`src/rtl/magnetometer_compass_heading_assert.svh`:
```
// assertion macros for the magnetometer compass heading block
// expects clk and rst in the scope of each use
`ifndef MAGNETOMETER_COMPASS_HEADING_ASSERT_SVH
`define MAGNETOMETER_COMPASS_HEADING_ASSERT_SVH

// same-cycle implication
`define MCH_ASSERT_NOW(label, ante, cons, msg) \
  label: assert property (@(posedge clk) disable iff (rst) (ante) |-> (cons)) \
    else $error(msg);

// next-cycle implication
`define MCH_ASSERT_NEXT(label, ante, cons, msg) \
  label: assert property (@(posedge clk) disable iff (rst) (ante) |=> (cons)) \
    else $error(msg);

`endif

```
`src/rtl/mch_pkg.sv`:
```
// shared constants, register codes and the cordic angle table
// for the magnetometer compass heading block; no dependencies
`default_nettype none

package mch_pkg;

  localparam int SAMPLE_BITS_DEF  = 10;
  localparam int CORDIC_STEPS_DEF = 14;
  localparam int ATAN_ENTRIES     = 20;

  localparam int CENTER_BITS     = 10;
  localparam int GAIN_BITS       = 16;
  localparam int OFFSET_BITS     = 14;
  localparam int CFG_INDEX_BITS  = 3;
  localparam int CFG_DATA_BITS   = 16;
  localparam int HEADING_BITS    = 9;
  localparam int OUT_TDATA_BITS  = 16;
  localparam int ATAN_BITS       = 22;
  localparam int ANGLE_BITS      = 25;
  localparam int ANGLE_FRAC_BITS = 16;
  localparam int SCALE_SHIFT     = 10;
  localparam int PRESCALE_SHIFT  = 8;

  // register indexes on the config port
  localparam logic [CFG_INDEX_BITS-1:0] REG_AXIS_CENTER = 3'd0;
  localparam logic [CFG_INDEX_BITS-1:0] REG_X_GAIN      = 3'd1;
  localparam logic [CFG_INDEX_BITS-1:0] REG_Y_GAIN      = 3'd2;
  localparam logic [CFG_INDEX_BITS-1:0] REG_X_OFFSET    = 3'd3;
  localparam logic [CFG_INDEX_BITS-1:0] REG_Y_OFFSET    = 3'd4;

  // reset values
  localparam logic [CENTER_BITS-1:0]        AXIS_CENTER_RST = 10'd650;
  localparam logic [GAIN_BITS-1:0]          X_GAIN_RST      = 16'd16384;
  localparam logic [GAIN_BITS-1:0]          Y_GAIN_RST      = 16'd20873;
  localparam logic signed [OFFSET_BITS-1:0] X_OFFSET_RST    = 14'sd544;
  localparam logic signed [OFFSET_BITS-1:0] Y_OFFSET_RST    = -14'sd815;

  // heading constants in whole degrees
  localparam logic [HEADING_BITS-1:0] DEG_0     = 9'd0;
  localparam logic [HEADING_BITS-1:0] DEG_90    = 9'd90;
  localparam logic [HEADING_BITS-1:0] DEG_180   = 9'd180;
  localparam logic [HEADING_BITS-1:0] DEG_270   = 9'd270;
  localparam logic [HEADING_BITS-1:0] DEG_360   = 9'd360;
  localparam logic [7:0]              ANGLE_MAX = 8'd89;

  // sign and zero flags of the calibrated vector
  typedef struct packed {
    logic hx_zero;
    logic hx_neg;
    logic hy_zero;
    logic hy_neg;
  } quad_t;

  // atan(2^-i) in degrees, 16 fractional bits, rounded to nearest
  function automatic logic [ATAN_BITS-1:0] atan_deg_q16(input logic [4:0] idx);
    logic [ATAN_BITS-1:0] r;
    case (idx)
      5'd0:    r = 22'd2949120;
      5'd1:    r = 22'd1740967;
      5'd2:    r = 22'd919879;
      5'd3:    r = 22'd466945;
      5'd4:    r = 22'd234379;
      5'd5:    r = 22'd117304;
      5'd6:    r = 22'd58666;
      5'd7:    r = 22'd29335;
      5'd8:    r = 22'd14668;
      5'd9:    r = 22'd7334;
      5'd10:   r = 22'd3667;
      5'd11:   r = 22'd1833;
      5'd12:   r = 22'd917;
      5'd13:   r = 22'd458;
      5'd14:   r = 22'd229;
      5'd15:   r = 22'd115;
      5'd16:   r = 22'd57;
      5'd17:   r = 22'd29;
      5'd18:   r = 22'd14;
      5'd19:   r = 22'd7;
      default: r = '0;
    endcase
    return r;
  endfunction

endpackage

`default_nettype wire

```
`src/rtl/magnetometer_compass_heading.sv`:
```
// magnetometer compass heading: calibration followed by an unrolled cordic pipeline
// depends on mch_pkg and magnetometer_compass_heading_assert.svh
`default_nettype none

// channel   | dir | payload (lowest bits first)              | handshake
// ----------+-----+-------------------------------------------+------------------
// s_axis    | in  | x_sample, y_sample, zero pad to bytes     | s_tvalid/s_tready
// m_axis    | out | heading_degrees, zero pad to 16 bits      | m_tvalid/m_tready
// cfg       | in  | cfg_index selects register, cfg_data      | cfg_wen, no wait
//
// one transaction per cycle while m_tready is high; register stages in order
// (multiply, calibrate, cordic load, one stage per cordic step, heading)
// each stage has its own valid bit; a stage loads when it is empty or the
// next stage loads, so bubbles close up under a stalled output
// rst clears the valid bits and loads the register reset values; no clearing pass

`include "magnetometer_compass_heading_assert.svh"

module magnetometer_compass_heading #(
  parameter int SAMPLE_BITS  = mch_pkg::SAMPLE_BITS_DEF,
  parameter int CORDIC_STEPS = mch_pkg::CORDIC_STEPS_DEF
) (
  input  wire                                   clk,
  input  wire                                   rst,
  // x_sample [SAMPLE_BITS-1:0], y_sample [2*SAMPLE_BITS-1:SAMPLE_BITS], zero pad
  input  wire  [((2*SAMPLE_BITS+7)/8)*8-1:0]    s_tdata,
  input  wire                                   s_tvalid,
  output logic                                  s_tready,
  // heading_degrees [8:0], zero pad
  output logic [mch_pkg::OUT_TDATA_BITS-1:0]    m_tdata,
  output logic                                  m_tvalid,
  input  wire                                   m_tready,
  input  wire                                   cfg_wen,
  input  wire  [mch_pkg::CFG_INDEX_BITS-1:0]    cfg_index,
  input  wire  [mch_pkg::CFG_DATA_BITS-1:0]     cfg_data
);

  // cordic steps actually run, limited by the angle table
  localparam int NSTEP = (CORDIC_STEPS > mch_pkg::ATAN_ENTRIES) ?
                         mch_pkg::ATAN_ENTRIES : CORDIC_STEPS;
  localparam int NSTAGE = NSTEP + 4;

  // centered sample, product, calibrated value, cordic datapath widths
  localparam int DW = ((SAMPLE_BITS > mch_pkg::CENTER_BITS) ?
                       SAMPLE_BITS : mch_pkg::CENTER_BITS) + 1;
  localparam int PW = DW + mch_pkg::GAIN_BITS + 1;
  localparam int HW = PW - mch_pkg::SCALE_SHIFT + 1;
  // two guard bits: sign and cordic gain growth
  localparam int CW = HW + mch_pkg::PRESCALE_SHIFT + 2;
  localparam int ZW = mch_pkg::ANGLE_BITS;
  localparam int FB = mch_pkg::ANGLE_FRAC_BITS;

  // configuration registers
  logic [mch_pkg::CENTER_BITS-1:0]        axis_center;
  logic [mch_pkg::GAIN_BITS-1:0]          x_gain;
  logic [mch_pkg::GAIN_BITS-1:0]          y_gain;
  logic signed [mch_pkg::OFFSET_BITS-1:0] x_offset;
  logic signed [mch_pkg::OFFSET_BITS-1:0] y_offset;

  always_ff @(posedge clk) begin
    if (rst) begin
      axis_center <= mch_pkg::AXIS_CENTER_RST;
      x_gain      <= mch_pkg::X_GAIN_RST;
      y_gain      <= mch_pkg::Y_GAIN_RST;
      x_offset    <= mch_pkg::X_OFFSET_RST;
      y_offset    <= mch_pkg::Y_OFFSET_RST;
    end else if (cfg_wen) begin
      case (cfg_index)
        mch_pkg::REG_AXIS_CENTER: axis_center <= cfg_data[mch_pkg::CENTER_BITS-1:0];
        mch_pkg::REG_X_GAIN:      x_gain      <= cfg_data[mch_pkg::GAIN_BITS-1:0];
        mch_pkg::REG_Y_GAIN:      y_gain      <= cfg_data[mch_pkg::GAIN_BITS-1:0];
        mch_pkg::REG_X_OFFSET:    x_offset    <= signed'(cfg_data[mch_pkg::OFFSET_BITS-1:0]);
        mch_pkg::REG_Y_OFFSET:    y_offset    <= signed'(cfg_data[mch_pkg::OFFSET_BITS-1:0]);
        default: ;  // unknown index, write dropped
      endcase
    end
  end

  // valid bits and the ready chain, stage NSTAGE-1 is the output register
  logic [NSTAGE-1:0] v;
  logic [NSTAGE:0]   rdy;
  logic [NSTAGE-1:0] v_in;

  assign rdy[NSTAGE] = m_tready;
  genvar k;
  generate
    for (k = 0; k < NSTAGE; k++) begin : g_rdy
      assign rdy[k] = ~v[k] | rdy[k+1];
    end
  endgenerate

  assign v_in     = {v[NSTAGE-2:0], s_tvalid};
  assign s_tready = rdy[0];
  assign m_tvalid = v[NSTAGE-1];

  always_ff @(posedge clk) begin
    if (rst) begin
      v <= '0;
    end else begin
      for (int j = 0; j < NSTAGE; j++) begin
        if (rdy[j]) v[j] <= v_in[j];
      end
    end
  end

  // stage 0: center and multiply by gain (Q2.14)
  logic [SAMPLE_BITS-1:0] x_sample;
  logic [SAMPLE_BITS-1:0] y_sample;
  logic signed [DW-1:0]   dx;
  logic signed [DW-1:0]   dy;
  logic signed [PW-1:0]   prod_x;
  logic signed [PW-1:0]   prod_y;

  assign x_sample = s_tdata[SAMPLE_BITS-1:0];
  assign y_sample = s_tdata[2*SAMPLE_BITS-1:SAMPLE_BITS];
  assign dx = signed'(DW'(x_sample)) - signed'(DW'(axis_center));
  assign dy = signed'(DW'(y_sample)) - signed'(DW'(axis_center));

  always_ff @(posedge clk) begin
    if (rdy[0]) begin
      prod_x <= PW'(dx) * signed'(PW'(x_gain));
      prod_y <= PW'(dy) * signed'(PW'(y_gain));
    end
  end

  // stage 1: round half up to 4 fractional bits and add offset
  logic signed [PW-1:0]                     rnd_x;
  logic signed [PW-1:0]                     rnd_y;
  logic signed [PW-mch_pkg::SCALE_SHIFT-1:0] sc_x;
  logic signed [PW-mch_pkg::SCALE_SHIFT-1:0] sc_y;
  logic signed [HW-1:0]                     hx;
  logic signed [HW-1:0]                     hy;

  assign rnd_x = prod_x + PW'(512);
  assign rnd_y = prod_y + PW'(512);
  assign sc_x  = signed'(rnd_x[PW-1:mch_pkg::SCALE_SHIFT]);
  assign sc_y  = signed'(rnd_y[PW-1:mch_pkg::SCALE_SHIFT]);

  always_ff @(posedge clk) begin
    if (rdy[1]) begin
      hx <= HW'(sc_x) + HW'(x_offset);
      hy <= HW'(sc_y) + HW'(y_offset);
    end
  end

  // stage 2: magnitudes and quadrant flags, load the cordic
  logic signed [CW-1:0] cx [0:NSTEP];
  logic signed [CW-1:0] cy [0:NSTEP];
  logic signed [ZW-1:0] cz [0:NSTEP];
  mch_pkg::quad_t       cf [0:NSTEP];
  logic [HW-1:0]        ax;
  logic [HW-1:0]        ay;

  assign ax = hx[HW-1] ? HW'(-hx) : HW'(hx);
  assign ay = hy[HW-1] ? HW'(-hy) : HW'(hy);

  always_ff @(posedge clk) begin
    if (rdy[2]) begin
      cx[0]         <= signed'({2'b00, ax, 8'h00});
      cy[0]         <= signed'({2'b00, ay, 8'h00});
      cz[0]         <= '0;
      cf[0].hx_zero <= (hx == '0);
      cf[0].hx_neg  <= hx[HW-1];
      cf[0].hy_zero <= (hy == '0);
      cf[0].hy_neg  <= hy[HW-1];
    end
  end

  // cordic vectoring steps, one register stage each
  genvar i;
  generate
    for (i = 0; i < NSTEP; i++) begin : g_cordic
      localparam logic signed [ZW-1:0] STEP_ANGLE =
        signed'(ZW'(mch_pkg::atan_deg_q16(5'(i))));
      always_ff @(posedge clk) begin
        if (rdy[3+i]) begin
          if (!cy[i][CW-1]) begin
            cx[i+1] <= cx[i] + (cy[i] >>> i);
            cy[i+1] <= cy[i] - (cx[i] >>> i);
            cz[i+1] <= cz[i] + STEP_ANGLE;
          end else begin
            cx[i+1] <= cx[i] - (cy[i] >>> i);
            cy[i+1] <= cy[i] + (cx[i] >>> i);
            cz[i+1] <= cz[i] - STEP_ANGLE;
          end
          cf[i+1] <= cf[i];
        end
      end
    end
  endgenerate

  // last stage: whole degrees, clamp, place in quadrant
  logic [ZW-FB-2:0]                  a_raw;
  logic [7:0]                        a_lim;
  logic [mch_pkg::HEADING_BITS-1:0]  a_deg;
  logic [mch_pkg::HEADING_BITS-1:0]  heading_next;
  logic [mch_pkg::HEADING_BITS-1:0]  heading;
  mch_pkg::quad_t                    fq;

  assign fq    = cf[NSTEP];
  assign a_raw = cz[NSTEP][ZW-2:FB];
  assign a_lim = (8'(a_raw) > mch_pkg::ANGLE_MAX) ? mch_pkg::ANGLE_MAX : 8'(a_raw);

  always_comb begin
    // zero y skips the angle, negative accumulator floors at zero
    if (fq.hy_zero || cz[NSTEP][ZW-1]) a_deg = mch_pkg::DEG_0;
    else                               a_deg = mch_pkg::HEADING_BITS'(a_lim);

    if (fq.hx_zero) begin
      heading_next = fq.hy_neg ? mch_pkg::DEG_90 : mch_pkg::DEG_270;
    end else if (!fq.hx_neg) begin
      if (fq.hy_neg)                  heading_next = a_deg;
      else if (a_deg == mch_pkg::DEG_0) heading_next = mch_pkg::DEG_0;  // 360 wraps
      else                            heading_next = mch_pkg::DEG_360 - a_deg;
    end else begin
      if (fq.hy_neg)       heading_next = mch_pkg::DEG_180 - a_deg;
      else if (fq.hy_zero) heading_next = mch_pkg::DEG_180;
      else                 heading_next = mch_pkg::DEG_180 + a_deg;
    end
  end

  always_ff @(posedge clk) begin
    if (rdy[NSTAGE-1]) heading <= heading_next;
  end

  assign m_tdata = mch_pkg::OUT_TDATA_BITS'(heading);

  // checks
  `MCH_ASSERT_NOW(a_heading_range, m_tvalid, heading < mch_pkg::DEG_360, "heading above 359")
  `MCH_ASSERT_NOW(a_ready_when_free, !v[0], s_tready, "input refused with empty first stage")
  `MCH_ASSERT_NEXT(a_accept_fills, s_tvalid && s_tready, v[0], "accepted transaction lost")
  `MCH_ASSERT_NEXT(a_stage_holds, v[2] && !rdy[3], v[2] && $stable(cx[0]), "stalled stage moved")

endmodule

`default_nettype wire

```
`config.mk`:
```
export PLATFORM = sky130hd
export DESIGN_NAME = magnetometer_compass_heading
export DESIGN_NICKNAME = d
export VERILOG_FILES = /design/src/rtl/mch_pkg.sv /design/src/rtl/magnetometer_compass_heading.sv
export VERILOG_INCLUDE_DIRS = /design/src /design/src/rtl
export SDC_FILE = /design/constraint.sdc
export NUM_CORES = 2
export LEC_CHECK = 0
export BUFFER_PORTS_ARGS = -buffer_cell sky130_fd_sc_hd__buf_2
export CORE_MARGIN = 10
export CORE_UTILIZATION = 53
export CTS_BUF_LIST = sky130_fd_sc_hd__clkbuf_16
export CTS_CLUSTER_DIAMETER = 30
export DETAILED_ROUTE_END_ITERATION = 10
export PLACE_DENSITY_LB_ADDON = 0.2
export SLEW_MARGIN = 25
export SYNTH_ARGS = -nofsm -noshare
export SYNTH_HDL_FRONTEND = slang
export SYNTH_SLANG_ARGS = --single-unit
```
`constraint.sdc`:
```
create_clock -name clk -period 8.8 [get_ports clk]
set_input_delay 0 -clock clk [delete_from_list [all_inputs] [get_ports clk]]
set_output_delay 0 -clock clk [all_outputs]
set_load 0.01 [all_outputs]
```
==> flow_summary.toml <==
[status]
run_status = "completed"

[route]
drt-met1-wl_mm = 109
vias_per_cell = 5.80
ant_nets = 0
wl_mm = 248
drc = 0
wl_met2_mm = 119
route.vias.total = 77422
top_layer = "met5"
wl_met3_mm = 11.6
drt_iter0_drc = 5002
routedWlPerCell_um = 18.6
firstDrtPassIters = 6

[clock_network]
cts_buffer_depth = 4
cts_made_buffers = 285
cts-root-buf = "clkbuf_16"
htree_levels = 5
clock_latency_ns = 0.91
cts_setup_buffers = 0
path_clk_slew_ns = 0.05
cts_tree = "done"
cts_sinks = 1182

[synthesis]
synth-simple-area-share = 0.142
synthArstFlopShare = 0
synth.distinct_cells = 93
yosys_warnings = 0
synth_mux_area_frac = 0.00464
synth_area_sq_um = 100000
synth_top_family_by_area = "adder cells"
seq_area_frac_synth = 0.345
syn_inst = 10389
synth.avg_cell_area_sq_um = 9.66
synthAdderAreaFrac = 0.198
synth_ff_type = "edfxtp_1"
synth_compound_area_frac = 0.159
synth_edf_count = 1094
ys_ff_latch = 1182
synth_xor_area_frac = 0.117

[sta]
slew_headroom = 0.319
period_needed_ns = 8.36
slew_violations = 0
setup_tns_ns = 0
max_freq_ghz = 0.120
fin_skew_ns = 0.0691
rsz0062_at_grt = "no"
tightest_slew_ns = 1.01
finalCritPeriodShare = 0.950
setup_viol = 0
hold_violations = 0

[layout]
fin_nets = 12121
area_growth_pct = 12.9
register_area_sq_um = 34600
drive_above_1_share = 0.0622
multi_input_area_sq_um = 62400
n_fill_cell = 15794

[critical_path]
r2r_slack_ns = 0.44
cp.required_ns = 9.39
cp-end-kind = "flip-flop"
cp.arrival_ns = 8.96
crit_path_start = "axis_center[0]$_SDFFE_PP0P_"
crit_fanout = 5
critical_path_class = "reg -> reg"
r2r_cells = 32
start_kind = "flip-flop"
cpPeakStageDelay_ns = 0.55
r2r_start = "axis_center[0]$_SDFFE_PP0P_"
critPathCapture = "prod_x[27]$_DFFE_PP_"
crit_slowest_cell = "fa_1"
r2r_end = "prod_x[27]$_DFFE_PP_"
crit_path_frequent_cell = "fa_1"

[floorplan]
ios = 66
dieWidth_um = 455
dieArea_sq_um = 207000
fp.dieH_um = 455
rows = 159
initial_core_util = 0.534
coreArea_sq_um = 188000

[min_path]
worstHoldStart = "cfg_index[1]"
hold_class = "in -> reg"
hold_depth = 5

[global_routing]
grt_antenna_before_repair = 3
overflow = 0
grt_util_all_layers = 0.234
grt_max_degree = 89
grt_pass1_vias = 75927
grt_pass1_wl_mm = 399

[job]
max_cap_violations = 0

[place]
gp_congestion = 0.950
io_buffers = 54
dp.final_hpwl_mm = 195
through the flow:
stage	setup slack, ns	instance area [sq um]	hold slack (ns)	cells	utilization
6_report	0.437	113000	0.185	13346	0.603
2_1_floorplan	0.781	100000	0.117	10395	-
4_1_cts	0.337	113000	0.210	13345	0.602
3_5_place_dp	0.422	104000	0.289	12805	0.551
3_3_place_gp	0.412	104000	0.273	12805	0.551
5_1_grt	0.0500	113000	0.204	13346	0.603
registers in the layout (all words and copies together) (netlist names), 18 cells and up:
| register | flops |
|---|---|
| cf | 60 |
| cx | 331 |
| cy | 343 |
| cz | 275 |
| hx | 19 |
| hy | 19 |
| prod_x | 19 |
| prod_y | 19 |
| v | 18 |
cell usage after synthesis, types with 54 or more instances:
| library cell | n | area share |
|---|---|---|
| or3_1 | 95 | 0.0059 |
| and2_1 | 162 | 0.010 |
| a21o_1 | 327 | 0.024 |
| o21bai_1 | 127 | 0.0095 |
| o41ai_1 | 60 | 0.0052 |
| edfxtp_1 | 1094 | 0.33 |
| o21ai_0 | 532 | 0.027 |
| o21a_1 | 141 | 0.011 |
| xor2_1 | 452 | 0.039 |
| o31ai_1 | 126 | 0.0094 |
| nor2_1 | 729 | 0.027 |
| inv_1 | 710 | 0.027 |
| nor2b_1 | 155 | 0.0097 |
| fa_1 | 278 | 0.055 |
| a21oi_1 | 820 | 0.041 |
| ha_1 | 1145 | 0.14 |
| nand2_1 | 863 | 0.032 |
| a31oi_1 | 55 | 0.0034 |
| xnor2_1 | 886 | 0.077 |
| nand2b_1 | 146 | 0.0091 |
| dfxtp_1 | 88 | 0.018 |
| nor3_1 | 216 | 0.011 |
| nand3_1 | 180 | 0.0090 |
| nand4_1 | 60 | 0.0037 |
| clkbuf_1 | 170 | 0.0064 |
| nor4_1 | 62 | 0.0039 |
| and3_1 | 98 | 0.0061 |
| a211oi_1 | 54 | 0.0040 |
cell type report:
type | count | area share
well taps | 2495 | 0.0276
multi-input cells | 8296 | 0.551
repair buffers | 164 | 0.0109
clock buffers | 288 | 0.0636
inverters | 721 | 0.0239
diodes | 1 | 0.0000221
clock inverters | 199 | 0.0175
flip-flops and latches | 1182 | 0.305
critical path: cells and delay by family (launching register included):
family                     cells  cell delay [ns]
xor gates and xnor gates       1             0.07
DFF                            1             0.36
AOI/OAI and AO/OA             13             2.68
buffers and inverters          4             0.21
and+or+nand+nor                6             1.16
adders and majority gates      8             3.57
worst min-delay path by stage:
| stage | endpoint | slack, ns |
|---|---|---|
| after floorplan | v[0]$_SDFFE_PP0P_ | 0.12 |
| after global placement | y_gain[14]$_SDFFE_PP1P_ | 0.27 |
| after detailed placement | x_gain[14]$_SDFFE_PP1P_ | 0.29 |
| after CTS | v[16]$_SDFFE_PP0N_ | 0.21 |
| after global routing | x_gain[4]$_SDFFE_PP0P_ | 0.20 |
| final | x_gain[3]$_SDFFE_PP0P_ | 0.18 |
layer usage:
metal / vias up / GRT usage
li1: 37876 / -
met4: 2 / 0.0870
met5: - / 0
met2: 1802 / 0.397
met3: 538 / 0.0336
met1: 37204 / 0.303
timing repair:
action,4_1_cts,5_1_grt
resized for setup,0,5
hold buffers,53,0
hold endpoints to repair,122,0
setup endpoints to repair,0,3
cells by family after synthesis:
group | count (synthesis)
compound gates | 2533
xor+xnor | 1338
fa+ha+maj | 1423
buf+inv | 917
flops | 1182
mux | 43
other cells | 1
simple gates | 2952
layout by cell type, fill, tap and decap left out, drive strengths merged, types with 127 or more instances in the layout:
master,netlist,final
a21o,327,327
a21oi,824,824
and2,163,163
clkbuf,170,288
edfxtp,1094,1094
fa,278,278
ha,1145,1145
inv,717,757
nand2,864,864
nand2b,146,146
nand3,180,180
nor2,732,732
nor2b,155,155
nor3,216,216
o21a,141,141
o21ai,540,540
o21bai,127,127
o31ai,127,127
xnor2,886,886
xor2,452,452
Power is not shown: default switching activity piles up to over one toggle a cycle in this logic, so the estimate is an artifact.
